File: src/lzsd_pkg.sv
`default_nettype none
package lzsd_pkg;

    localparam int HIST_DEPTH = 4096;
    localparam int HIST_AW    = 12;
    localparam int CNT_W      = HIST_AW + 1;
    localparam int MAX_MATCH  = 18;
    localparam int MATCH_BIAS = 3;
    localparam int FLAG_COUNT = 8;

    localparam logic [HIST_AW-1:0] START_POS  = HIST_AW'(HIST_DEPTH - MAX_MATCH);
    localparam logic [7:0]         FILL_RESET = 8'd32;

    typedef enum logic [1:0] {
        PH_FLAG = 2'd0,
        PH_UNIT = 2'd1,
        PH_PAIR = 2'd2
    } t_phase;

    typedef struct packed {
        logic               restart;
        logic [7:0]         fill;
        logic               rd_en;
        logic [HIST_AW-1:0] rd_addr;
        logic               wr_en;
        logic [HIST_AW-1:0] wr_addr;
        logic [7:0]         wr_data;
    } t_hist_req;

endpackage
`default_nettype wire

File: src/lzsd_in_if.sv
`default_nettype none
interface lzsd_in_if;
    logic       valid;
    logic       ready;
    logic [7:0] in_byte;
    logic       stream_start;

    modport source (output valid, output in_byte, output stream_start, input ready);
    modport sink   (input valid, input in_byte, input stream_start, output ready);
endinterface
`default_nettype wire

File: src/lzsd_out_if.sv
`default_nettype none
interface lzsd_out_if;
    logic       valid;
    logic       ready;
    logic [7:0] out_byte;
    logic       last_of_item;

    modport source (output valid, output out_byte, output last_of_item, input ready);
    modport sink   (input valid, input out_byte, input last_of_item, output ready);
endinterface
`default_nettype wire

File: src/lzsd_ctrl.sv
`default_nettype none
module lzsd_ctrl (
    input  wire logic                 i_clk,
    input  wire logic                 i_rst_n,
    input  wire logic                 i_cfg_we,
    input  wire logic [7:0]           i_cfg_wdata,
    lzsd_in_if.sink                   i_in,
    lzsd_out_if.source                o_out,
    output lzsd_pkg::t_hist_req       o_hist_req,
    input  wire logic [7:0]           i_rd_byte
);

    typedef enum logic [1:0] {
        S_IDLE = 2'b01,
        S_COPY = 2'b10
    } t_state;

    t_state                       r_state, n_state;
    lzsd_pkg::t_phase             r_phase, n_phase;
    logic [lzsd_pkg::HIST_AW-1:0] r_wp, n_wp;
    logic [lzsd_pkg::HIST_AW-1:0] r_src, n_src;
    logic [7:0]                   r_flags, n_flags;
    logic [3:0]                   r_flags_left, n_flags_left;
    logic [7:0]                   r_off_lo, n_off_lo;
    logic [4:0]                   r_left, n_left;
    logic [7:0]                   r_fill_cfg;
    logic                         r_out_valid, n_out_valid;
    logic [7:0]                   r_out_byte, n_out_byte;
    logic                         r_out_last, n_out_last;

    logic                         out_free;
    logic                         acc;
    lzsd_pkg::t_phase             eff_phase;
    logic [7:0]                   nu_flags;
    logic [3:0]                   nu_left;
    lzsd_pkg::t_phase             nu_phase;
    logic [lzsd_pkg::HIST_AW-1:0] pair_off;

    assign out_free   = !r_out_valid || o_out.ready;
    assign i_in.ready = (r_state == S_IDLE) && out_free;
    assign acc        = i_in.valid && i_in.ready;
    assign eff_phase  = i_in.stream_start ? lzsd_pkg::PH_FLAG : r_phase;

    assign nu_flags = r_flags >> 1;
    assign nu_left  = (r_flags_left != 4'd0) ? r_flags_left - 4'd1 : 4'd0;
    assign nu_phase = (nu_left == 4'd0) ? lzsd_pkg::PH_FLAG : lzsd_pkg::PH_UNIT;
    assign pair_off = {i_in.in_byte[7:4], r_off_lo};

    assign o_out.valid        = r_out_valid;
    assign o_out.out_byte     = r_out_byte;
    assign o_out.last_of_item = r_out_last;

    always_comb begin
        n_state      = r_state;
        n_phase      = r_phase;
        n_wp         = r_wp;
        n_src        = r_src;
        n_flags      = r_flags;
        n_flags_left = r_flags_left;
        n_off_lo     = r_off_lo;
        n_left       = r_left;
        n_out_valid  = r_out_valid && !o_out.ready;
        n_out_byte   = r_out_byte;
        n_out_last   = r_out_last;
        o_hist_req         = '0;
        o_hist_req.fill    = r_fill_cfg;
        o_hist_req.rd_addr = r_src;
        o_hist_req.wr_addr = r_wp;
        o_hist_req.wr_data = i_in.in_byte;

        unique case (r_state)
            S_IDLE: begin
                if (acc) begin
                    if (i_in.stream_start) begin
                        o_hist_req.restart = 1'b1;
                        n_wp = lzsd_pkg::START_POS;
                    end
                    unique case (eff_phase)
                        lzsd_pkg::PH_UNIT: begin
                            if (r_flags[0]) begin
                                o_hist_req.wr_en = 1'b1;
                                n_wp         = r_wp + 1'b1;
                                n_out_valid  = 1'b1;
                                n_out_byte   = i_in.in_byte;
                                n_out_last   = 1'b1;
                                n_flags      = nu_flags;
                                n_flags_left = nu_left;
                                n_phase      = nu_phase;
                            end else begin
                                n_off_lo = i_in.in_byte;
                                n_phase  = lzsd_pkg::PH_PAIR;
                            end
                        end
                        lzsd_pkg::PH_PAIR: begin
                            o_hist_req.rd_en   = 1'b1;
                            o_hist_req.rd_addr = pair_off;
                            n_src        = pair_off + 1'b1;
                            n_left       = 5'({1'b0, i_in.in_byte[3:0]})
                                           + 5'(lzsd_pkg::MATCH_BIAS);
                            n_flags      = nu_flags;
                            n_flags_left = nu_left;
                            n_phase      = nu_phase;
                            n_state      = S_COPY;
                        end
                        default: begin
                            n_flags      = i_in.in_byte;
                            n_flags_left = 4'(lzsd_pkg::FLAG_COUNT);
                            n_phase      = lzsd_pkg::PH_UNIT;
                        end
                    endcase
                end
            end
            S_COPY: begin
                if (out_free) begin
                    o_hist_req.wr_en   = 1'b1;
                    o_hist_req.wr_data = i_rd_byte;
                    n_wp        = r_wp + 1'b1;
                    n_out_valid = 1'b1;
                    n_out_byte  = i_rd_byte;
                    n_out_last  = (r_left == 5'd1);
                    n_left      = r_left - 5'd1;
                    if (r_left == 5'd1) begin
                        n_state = S_IDLE;
                    end else begin
                        o_hist_req.rd_en = 1'b1;
                        n_src = r_src + 1'b1;
                    end
                end
            end
            default: begin
                n_state = S_IDLE;
            end
        endcase
    end

    always_ff @(posedge i_clk) begin
        if (!i_rst_n) begin
            r_state      <= S_IDLE;
            r_phase      <= lzsd_pkg::PH_FLAG;
            r_wp         <= lzsd_pkg::START_POS;
            r_flags      <= '0;
            r_flags_left <= '0;
            r_left       <= '0;
            r_fill_cfg   <= lzsd_pkg::FILL_RESET;
            r_out_valid  <= 1'b0;
        end else begin
            r_state      <= n_state;
            r_phase      <= n_phase;
            r_wp         <= n_wp;
            r_flags      <= n_flags;
            r_flags_left <= n_flags_left;
            r_left       <= n_left;
            r_out_valid  <= n_out_valid;
            if (i_cfg_we) begin
                r_fill_cfg <= i_cfg_wdata;
            end
        end
    end

    always_ff @(posedge i_clk) begin
        r_src      <= n_src;
        r_off_lo   <= n_off_lo;
        r_out_byte <= n_out_byte;
        r_out_last <= n_out_last;
    end

endmodule
`default_nettype wire

File: src/flat_wrapper.sv
// flat-port wrapper written by rule: the top's interface ports become plain ports
module lzsd_ctrl_flat 
  (i_clk, i_rst_n, i_cfg_we, i_cfg_wdata, o_hist_req, i_rd_byte, i_in_valid, i_in_in_byte, i_in_stream_start, i_in_ready, o_out_valid, o_out_out_byte, o_out_last_of_item, o_out_ready);
  lzsd_in_if i_in_i ();
  lzsd_out_if o_out_i ();
  input  wire logic i_clk;
  input  wire logic i_rst_n;
  input  wire logic i_cfg_we;
  input  wire logic [7:0] i_cfg_wdata;
  output lzsd_pkg::t_hist_req o_hist_req;
  input  wire logic [7:0] i_rd_byte;
  input wire logic [$bits(i_in_i.valid)-1:0] i_in_valid;
  input wire logic [$bits(i_in_i.in_byte)-1:0] i_in_in_byte;
  input wire logic [$bits(i_in_i.stream_start)-1:0] i_in_stream_start;
  output wire logic [$bits(i_in_i.ready)-1:0] i_in_ready;
  output wire logic [$bits(o_out_i.valid)-1:0] o_out_valid;
  output wire logic [$bits(o_out_i.out_byte)-1:0] o_out_out_byte;
  output wire logic [$bits(o_out_i.last_of_item)-1:0] o_out_last_of_item;
  input wire logic [$bits(o_out_i.ready)-1:0] o_out_ready;
  assign i_in_i.valid = i_in_valid;
  assign i_in_i.in_byte = i_in_in_byte;
  assign i_in_i.stream_start = i_in_stream_start;
  assign i_in_ready = i_in_i.ready;
  assign o_out_valid = o_out_i.valid;
  assign o_out_out_byte = o_out_i.out_byte;
  assign o_out_last_of_item = o_out_i.last_of_item;
  assign o_out_i.ready = o_out_ready;
  lzsd_ctrl u_core (.i_clk(i_clk), .i_rst_n(i_rst_n), .i_cfg_we(i_cfg_we), .i_cfg_wdata(i_cfg_wdata), .i_in(i_in_i), .o_out(o_out_i), .o_hist_req(o_hist_req), .i_rd_byte(i_rd_byte));
endmodule
File: config.mk
export PLATFORM = sky130hd
export DESIGN_NAME = lzsd_ctrl_flat
export DESIGN_NICKNAME = d
export VERILOG_FILES = /design/src/lzsd_pkg.sv /design/src/lzsd_in_if.sv /design/src/lzsd_out_if.sv /design/src/lzsd_ctrl.sv /design/src/flat_wrapper.sv
export SDC_FILE = /design/constraint.sdc
export NUM_CORES = 1
export LEC_CHECK = 0
export ABC_CLOCK_PERIOD_IN_PS = 4200
export BUFFER_PORTS_ARGS = -buffer_cell sky130_fd_sc_hd__buf_2
export CAP_MARGIN = 10
export CORE_MARGIN = 5
export CORE_UTILIZATION = 45
export DETAILED_ROUTE_END_ITERATION = 10
export PLACE_DENSITY = 0.68
export RECOVER_POWER = 100
export SYNTH_ARGS = -nofsm -noshare
export SYNTH_HDL_FRONTEND = slang
export SYNTH_SLANG_ARGS = --single-unit
File: constraint.sdc
create_clock -name i_clk -period 4.2 [get_ports i_clk]
set_clock_uncertainty 0.15 [all_clocks]
set_input_delay 0.84 -clock i_clk [delete_from_list [all_inputs] [get_ports i_clk]]
set_output_delay 0.84 -clock i_clk [all_outputs]
set_load 0.1 [all_outputs]
After elaboration in Yosys (flattened, before gate mapping). Index checks and enable logic that the tools add are counted.

Bits in registers: 71. Output and inout port bits: 54. Logic and storage cells: 109.

Add/sub/neg operators: 6. Equal/unequal tests: 13. Multiplexer cells: 59. Bitwise operators: 1. Reductions and logical operators: 17.

Operators by type and width (number): 12-bit 2-to-1 mux (10); 8-bit 2-to-1 mux (7); 12-bit case mux with 2 select lines (2); 12-bit by 1-bit adder with 12-bit output (second input constant) (3); 8-bit case mux with 2 select lines (2); 1-bit 2-to-1 mux (17); 5-bit 2-to-1 mux (3); 14-bit 2-to-1 mux (1); 13-bit 2-to-1 mux (1); 2-bit 2-to-1 mux (6); 4-bit AND reduction (3); 2-bit by 1-bit != test with 1-bit output (second input constant) (5); 5-bit case mux with 2 select lines (1); 5-bit AND reduction (2); 4-bit 2-to-1 mux (2); 1-bit case mux with 2 select lines (4); 2-bit case mux with 2 select lines (2); 4-bit case mux with 2 select lines (1); 2-bit != test (second input constant) (3); 3-bit AND reduction (2); 4-bit by 2-bit adder with 5-bit output (second input constant) (1); 5-bit by 1-bit == test with 1-bit output (second input constant) (1); 5-bit by 1-bit subtractor with 5-bit output (second input constant) (1); 2-bit by 1-bit == test with 1-bit output (second input constant) (2); other kinds (10) (14).

Depth between registers and ports, before layout. Gate-level depths: netlist (run 1).

Word-level depth: 6. Mapped depth: 10. Mapped depth without buffers: 8.

Worst setup path before layout (run 1). OpenSTA, ideal clock, no wires.

Kind: input-to-output. From: input port i_in_stream_start. To: output port o_hist_req[20] (netlist name). Arrival: 3283 ps. Slack: -73 ps. Stages: 5. Cells stage by stage: nor2b_1 > ha_1 > nand2_1 > or4b_1 > a21oi_1.

RTL lines: start: declaration (RTL line flat_wrapper.sv:14) `input wire logic [$bits(i_in_i.stream_start)-1:0] i_in_stream_start;`; end: declaration (RTL line flat_wrapper.sv:10) `output lzsd_pkg::t_hist_req o_hist_req;`.

==> results of run 1 <==
==> worst max-delay path by stage <==
| stage | from | end | slack (ns) | cells past startpoint |
|---|---|---|---|---|
| floorplan | i_in_stream_start | o_hist_req[33] | 0.23 | 6 |
| global placement | i_in_stream_start | o_hist_req[20] | 0.63 | 7 |
| detailed placement | i_in_stream_start | o_hist_req[29] | 0.58 | 7 |
| CTS | i_in_stream_start | o_hist_req[29] | 0.54 | 7 |
| global route | i_in_stream_start | o_hist_req[29] | 0.33 | 7 |
| finish | i_in_stream_start | o_hist_req[29] | 0.47 | 7 |
==> power breakdown <==
| part | switching [µW] | leakage [µW] | internal (µW) |
|---|---|---|---|
| logic | 783 | 0.000993 | 207 |
| clock network | 276 | 0.000102 | 335 |
| registers | 48.0 | 0.000604 | 819 |
| total | 1110 | 0.00170 | 1360 |
==> metal layers <==
metal,part of all wire,wire length [µm],global-route usage,vias up
li1,-,-,-,1656
met1,0.44,4230,0.221,1593
met2,0.49,4700,0.311,89
met3,0.053,506,0.0419,12
met4,0.013,123,0.0618,0
met5,0,0,0,-
==> flip-flops by register name, indices dropped and copies added (netlist names) <==
name / flops
u_core.r_wp: 12
u_core.r_flags_left: 4
u_core.r_flags: 8
u_core.r_left: 5
u_core.o_out.out_byte: 8
u_core.o_out.last_of_item: 1
u_core.r_src: 12
u_core.o_out.valid: 1
u_core.r_off_lo: 8
u_core.r_state: 2
u_core.r_phase: 2
u_core.r_fill_cfg: 8
==> cell type report <==
class | instances | area [µm²] | share of cell area
multi-input combinational | 294 | 2010 | 0.445
sequential | 71 | 1710 | 0.378
timing repair buffer | 86 | 380 | 0.0840
tap | 108 | 135 | 0.0298
clock buffer | 9 | 124 | 0.0273
clock inverter | 7 | 96.3 | 0.0213
inverter | 18 | 67.6 | 0.0149
==> cells in the final DEF, fill, tap and decap left out, types with 18 or more instances in the layout <==
master,netlist,final
a21oi_1,26,25
nor2_1,34,34
buf_2,7,18
inv_1,18,18
clkbuf_1,10,44
dfxtp_1,42,42
nand2_1,26,26
o21ai_0,17,18
clkbuf_2,0,22
mux2_2,27,26
edfxtp_1,29,29
==> worst max-delay path: stages <==
cell and delay (ns):
clkbuf_1 0.20, nand2b_1 0.16, inv_1 0.05, ha_1 0.22, nand2_1 0.49, mux2_2 0.41, clkbuf_2 0.37
==> stage by stage <==
step	hold slack (ns)	instances	util	setup slack [ns]	total power, µW
after CTS	0.312	593	0.535	0.538	2490
after global placement	0.292	577	0.509	0.634	1870
after global routing	0.343	593	0.527	0.326	2580
after detailed placement	0.303	577	0.509	0.582	1880
after floorplan	0.282	403	-	0.230	1720
final	0.307	593	0.527	0.467	2470
==> logic make-up (layout without fill, tap and decap cells) <==
logic type,Yosys count,count (layout),synth area share
AND/OR/NAND/NOR,138,138,0.185
flip-flops,71,71,0.439
multiplexers,44,44,0.122
buffers and inverters,38,120,0.0427
XOR/XNOR,13,13,0.0292
adder cells (fa/ha/maj),9,9,0.0289
AO/OA/AOI/OAI,90,90,0.153
==> results.ini, run 1 <==
[cts]
cts_repair_resize_count = 0
cts_made_buffers = 9
cts_max_level = 3
clock_latency_ns = 0.36
cts_sinks = 71
clockBufferDepth = 2
cts_setup_buffers = 0
clkTransAtPathRegs_ns = 0.08
cts_hold_repair.buffers = 0
cts_tree = built
cts_root_buf = clkbuf_8

[sta]
fin_setup_tns_ns = 0
tightest_slew_ns = 1.18
relSlewSlack = 0.217
final_hold_viol_count = 0
finalSetupViolCount = 0
rsz0062_at_grt = false
period_needed_ns = 3.73
period_share = 0.889
drv_slew = 0
fmax_mhz = 268

[critical_path]
r2r_setup_slack_ns = 1.14
reg2reg_to = u_core.r_src[11]
worst-setup-path-type = input port to output port
cp_max_fo = 13
reg2regPathDepth = 7
reg2reg_from = u_core.r_state[0]
worst_setup_path_end_kind = output port
cp.required_ns = 3.21
worstSetupStartpointType = input port
arrival_ns = 2.74

[drt]
num_vias = 3350
drtPass1Iterations = 4
wire_per_inst_um = 16.1
routed_wl_um = 9550
drt_first_iter_violations = 157
drc = 0
viasPerCell = 5.65
ant_nets = 0

[yosys]
synth-main-ff-cell = dfxtp_1
synth-edff-count = 29
yosysMostFrequentCell = dfxtp_1
ys_ff_latch = 71
async_reset_ff_frac = 0
yosysTopAreaCell = edfxtp_1
synth_top_area_share = 0.224
synth_cells = 403
ys_types = 56
ys_seq_area_frac = 0.439
synth.top_cells.by_count = dfxtp_1, nor2_1, edfxtp_1
netlist_area_um2 = 3900
ys.warnings.count = 0
synth_nets = 442
synth_area_leaders = edfxtp_1, dfxtp_1, mux2_2
avgSynthCellArea_um2 = 9.67

[floorplanning]
io_pins = 84
die_w_um = 103
core_um2 = 8590
initial_utilization = 0.453
die_y_um = 103
fp.dieArea_um2 = 10600
row_count = 34

[finish]
nNetsFinal = 519
antenna_cells = 0
n_fill_cell = 841
area_growth_pct = 16.2
drive_gt1_frac = 0.190
final_area_um2 = 4530

[placed_design]
port-buffer-count = 83
gp_congestion = 0.793
place_area_um2 = 4380
dp_hpwl_um = 6800

[flow_run]
maxCapViolCount = 0

[min_path]
min_to = u_core.r_flags[7]
hp-start = u_core.r_flags[7]
hold_path_depth = 2
min_path_type = register to register

[pwr]
ir_drop_uv = 202
powerDensity_nw_per_um2 = 545
p_leak_uw = 0.00170

[status]
outcome = finished clean

[grt]
grt_overflow_total = 0
grt_start_max_net_pins = 35
antenna_found_initial = 0
grt_pass1_vias = 3194
grt_use_total = 0.180
grt_first_pass_wirelength_um = 15000

(Power assumes the default switching activity.)
==> inputs of run 2 (changes only) <==
- ABC_AREA: default -> 1
==> run 2 against run 1 <==
The run now ends with capacitance limit, slew limit left. Cell area increased by 3.9%. Global-route usage increased by 0.49 points. Synthesized cell count rose by 37%. Clock-buffer cell count unchanged. Critical path depth is the same. Setup slack gained 0.13 ns. Register-to-register slack worse by 0.27 ns. Sequential power down 14%. Critical endpoint is now o_hist_req[33].
==> results.ini, run 2 <==
[status]
outcome = finished with violations
violations = capacitance limit, slew limit

[yosys]
netlist_area_um2 = 3980
yosysMostFrequentCell = nand2_1
synth_cells = 553
synth-main-ff-cell = dfxtp_1
ys_ff_latch = 71
synth_area_leaders = edfxtp_1, dfxtp_1, nand2_1
async_reset_ff_frac = 0
synth_top_area_share = 0.219
yosysTopAreaCell = edfxtp_1
ys_seq_area_frac = 0.431
synth.top_cells.by_count = nand2_1, inv_1, nor2_1
ys_types = 27
ys.warnings.count = 0
avgSynthCellArea_um2 = 7.19
synth-edff-count = 29
synth_nets = 592

[drt]
num_vias = 3830
drt_first_iter_violations = 187
wire_per_inst_um = 13.4
ant_nets = 0
viasPerCell = 5.13
drtPass1Iterations = 5
drc = 0
routed_wl_um = 10000

[sta]
final_hold_viol_count = 0
relSlewSlack = -0.154
fmax_mhz = 278
tightest_slew_ns = 1.73
whs_ns = 0.317
period_share = 0.858
finalSetupViolCount = 0
period_needed_ns = 3.60
rsz0062_at_grt = false
drv_slew = 42

[placed_design]
gp_congestion = 0.875
port-buffer-count = 83
dp_hpwl_um = 7490
place_area_um2 = 4580
placedCellCount = 731

[grt]
grt_use_total = 0.185
antenna_found_initial = 0
grt_overflow_total = 0
grt_pass1_vias = 3605
grt_start_max_net_pins = 42
grt_first_pass_wirelength_um = 16800

[finish]
drive_gt1_frac = 0.111
nNetsFinal = 673
n_fill_cell = 876
final_cell_count_no_fill = 747
mostFrequentLayoutCells = nand2_1, nor2_1, inv_1, o21ai_0
top_regs = u_core.r_src: 12 flops, u_core.r_wp: 12 flops
layout.cells.most_common = nand2_1
area_growth_pct = 18.4
final_area_um2 = 4710
antenna_cells = 0

[cts]
cts_root_buf = clkbuf_8
cts_sinks = 71
clkTransAtPathRegs_ns = 0.07
clockBufferDepth = 2
cts_made_buffers = 9
cts_hold_repair.buffers = 0
cts_max_level = 3
cts_tree = built
clock_latency_ns = 0.35
cts_setup_buffers = 0
cts_repair_resize_count = 0

[critical_path]
cp.required_ns = 3.21
cp_max_fo = 23
cp_cell_sequence = inv_1, ha_1, inv_2, nor3_4, nand2_2, a21oi_1, clkbuf_2
crit_slowest_cell = clkbuf_2
cp_num_buf_inv = 3
worst-setup-path-type = register to output port
crit_family = simple AND/OR/NAND/NOR gates
crit_path_max_incr_delay_ns = 0.49
arrival_ns = 2.61
worstSetupStartpointType = register
worst_setup_path_end_kind = output port

[pwr]
p_leak_uw = 0.00211
powerDensity_nw_per_um2 = 336
ir_drop_uv = 205

[min_path]
min_path_type = register to register

[floorplanning]
die_y_um = 104
die_w_um = 104
fp.dieArea_um2 = 10800
io_pins = 84
initial_utilization = 0.458
row_count = 34
core_um2 = 8680

[flow_run]
maxCapViolCount = 1

==> run 2: cell type report <==
class                           instances  area [µm²]  share of cell area
Sequential cell                        71        1710               0.364
Multi-Input combinational cell        406        1920               0.408
Inverter                               61         229              0.0487
Tap cell                              108         135              0.0287
Clock inverter                          7        96.3              0.0205
Clock buffer                            9         124              0.0263
Timing Repair Buffer                   85         492               0.104
==> run 2: worst paths after layout <==
path,to,cells after the start,slack [ns],start
min,u_core.r_fill_cfg[5],2,0.32,u_core.r_fill_cfg[5]
max reg2reg,u_core.r_src[5],10,0.87,u_core.r_state[0]
max,o_hist_req[33],7,0.60,u_core.r_state[1]
min reg2reg,u_core.r_fill_cfg[5],2,0.32,u_core.r_fill_cfg[5]
==> run 2: logic make-up (layout without fill, tap and decap cells) <==
kind of cell	Yosys count	count (layout)	synth area share
adder cells (fa/ha/maj)	9	9	0.0283
AO/OA/AOI/OAI	95	95	0.125
flip-flops	71	71	0.431
buffers and inverters	76	162	0.0806
AND/OR/NAND/NOR	296	296	0.322
XOR/XNOR	6	6	0.0132
==> run 2: report_power, final <==
part | total [µW] | leakage [µW] | switching, µW | internal [µW]
logic | 231 | 0.00140 | 177 | 54.0
registers | 743 | 0.000601 | 9.53 | 733
clock network | 605 | 0.000103 | 270 | 335
total | 1580 | 0.00211 | 457 | 1120
==> run 2: per-stage QoR <==
step | TNS [ns] | power [µW] | util | setup WS [ns]
2_1_floorplan | -4.90 | 927 | - | -0.613
3_3_place_gp | 0 | 990 | 0.528 | 0.804
3_5_place_dp | 0 | 994 | 0.528 | 0.743
4_1_cts | 0 | 1600 | 0.554 | 0.705
5_1_grt | 0 | 1640 | 0.542 | 0.422
6_report | 0 | 1580 | 0.542 | 0.598
==> run 2: routing by layer <==
metal	track usage	wire length, µm	part of all wire	up-vias
met4	0.0777	184	0.018	0
met2	0.308	4710	0.47	120
met3	0.0447	632	0.063	17
met5	0	0	0	-
met1	0.229	4470	0.45	1725
li1	-	-	-	1968
==> run 2: worst reg2reg max path, delay by kind of cell, from the launching register on <==
family	cells	cell delay [ns]
flip-flops	1	0.32
buffers and inverters	2	1.32
AO/OA/AOI/OAI	1	0.14
adder cells (fa/ha/maj)	1	0.16
AND/OR/NAND/NOR	6	1.01
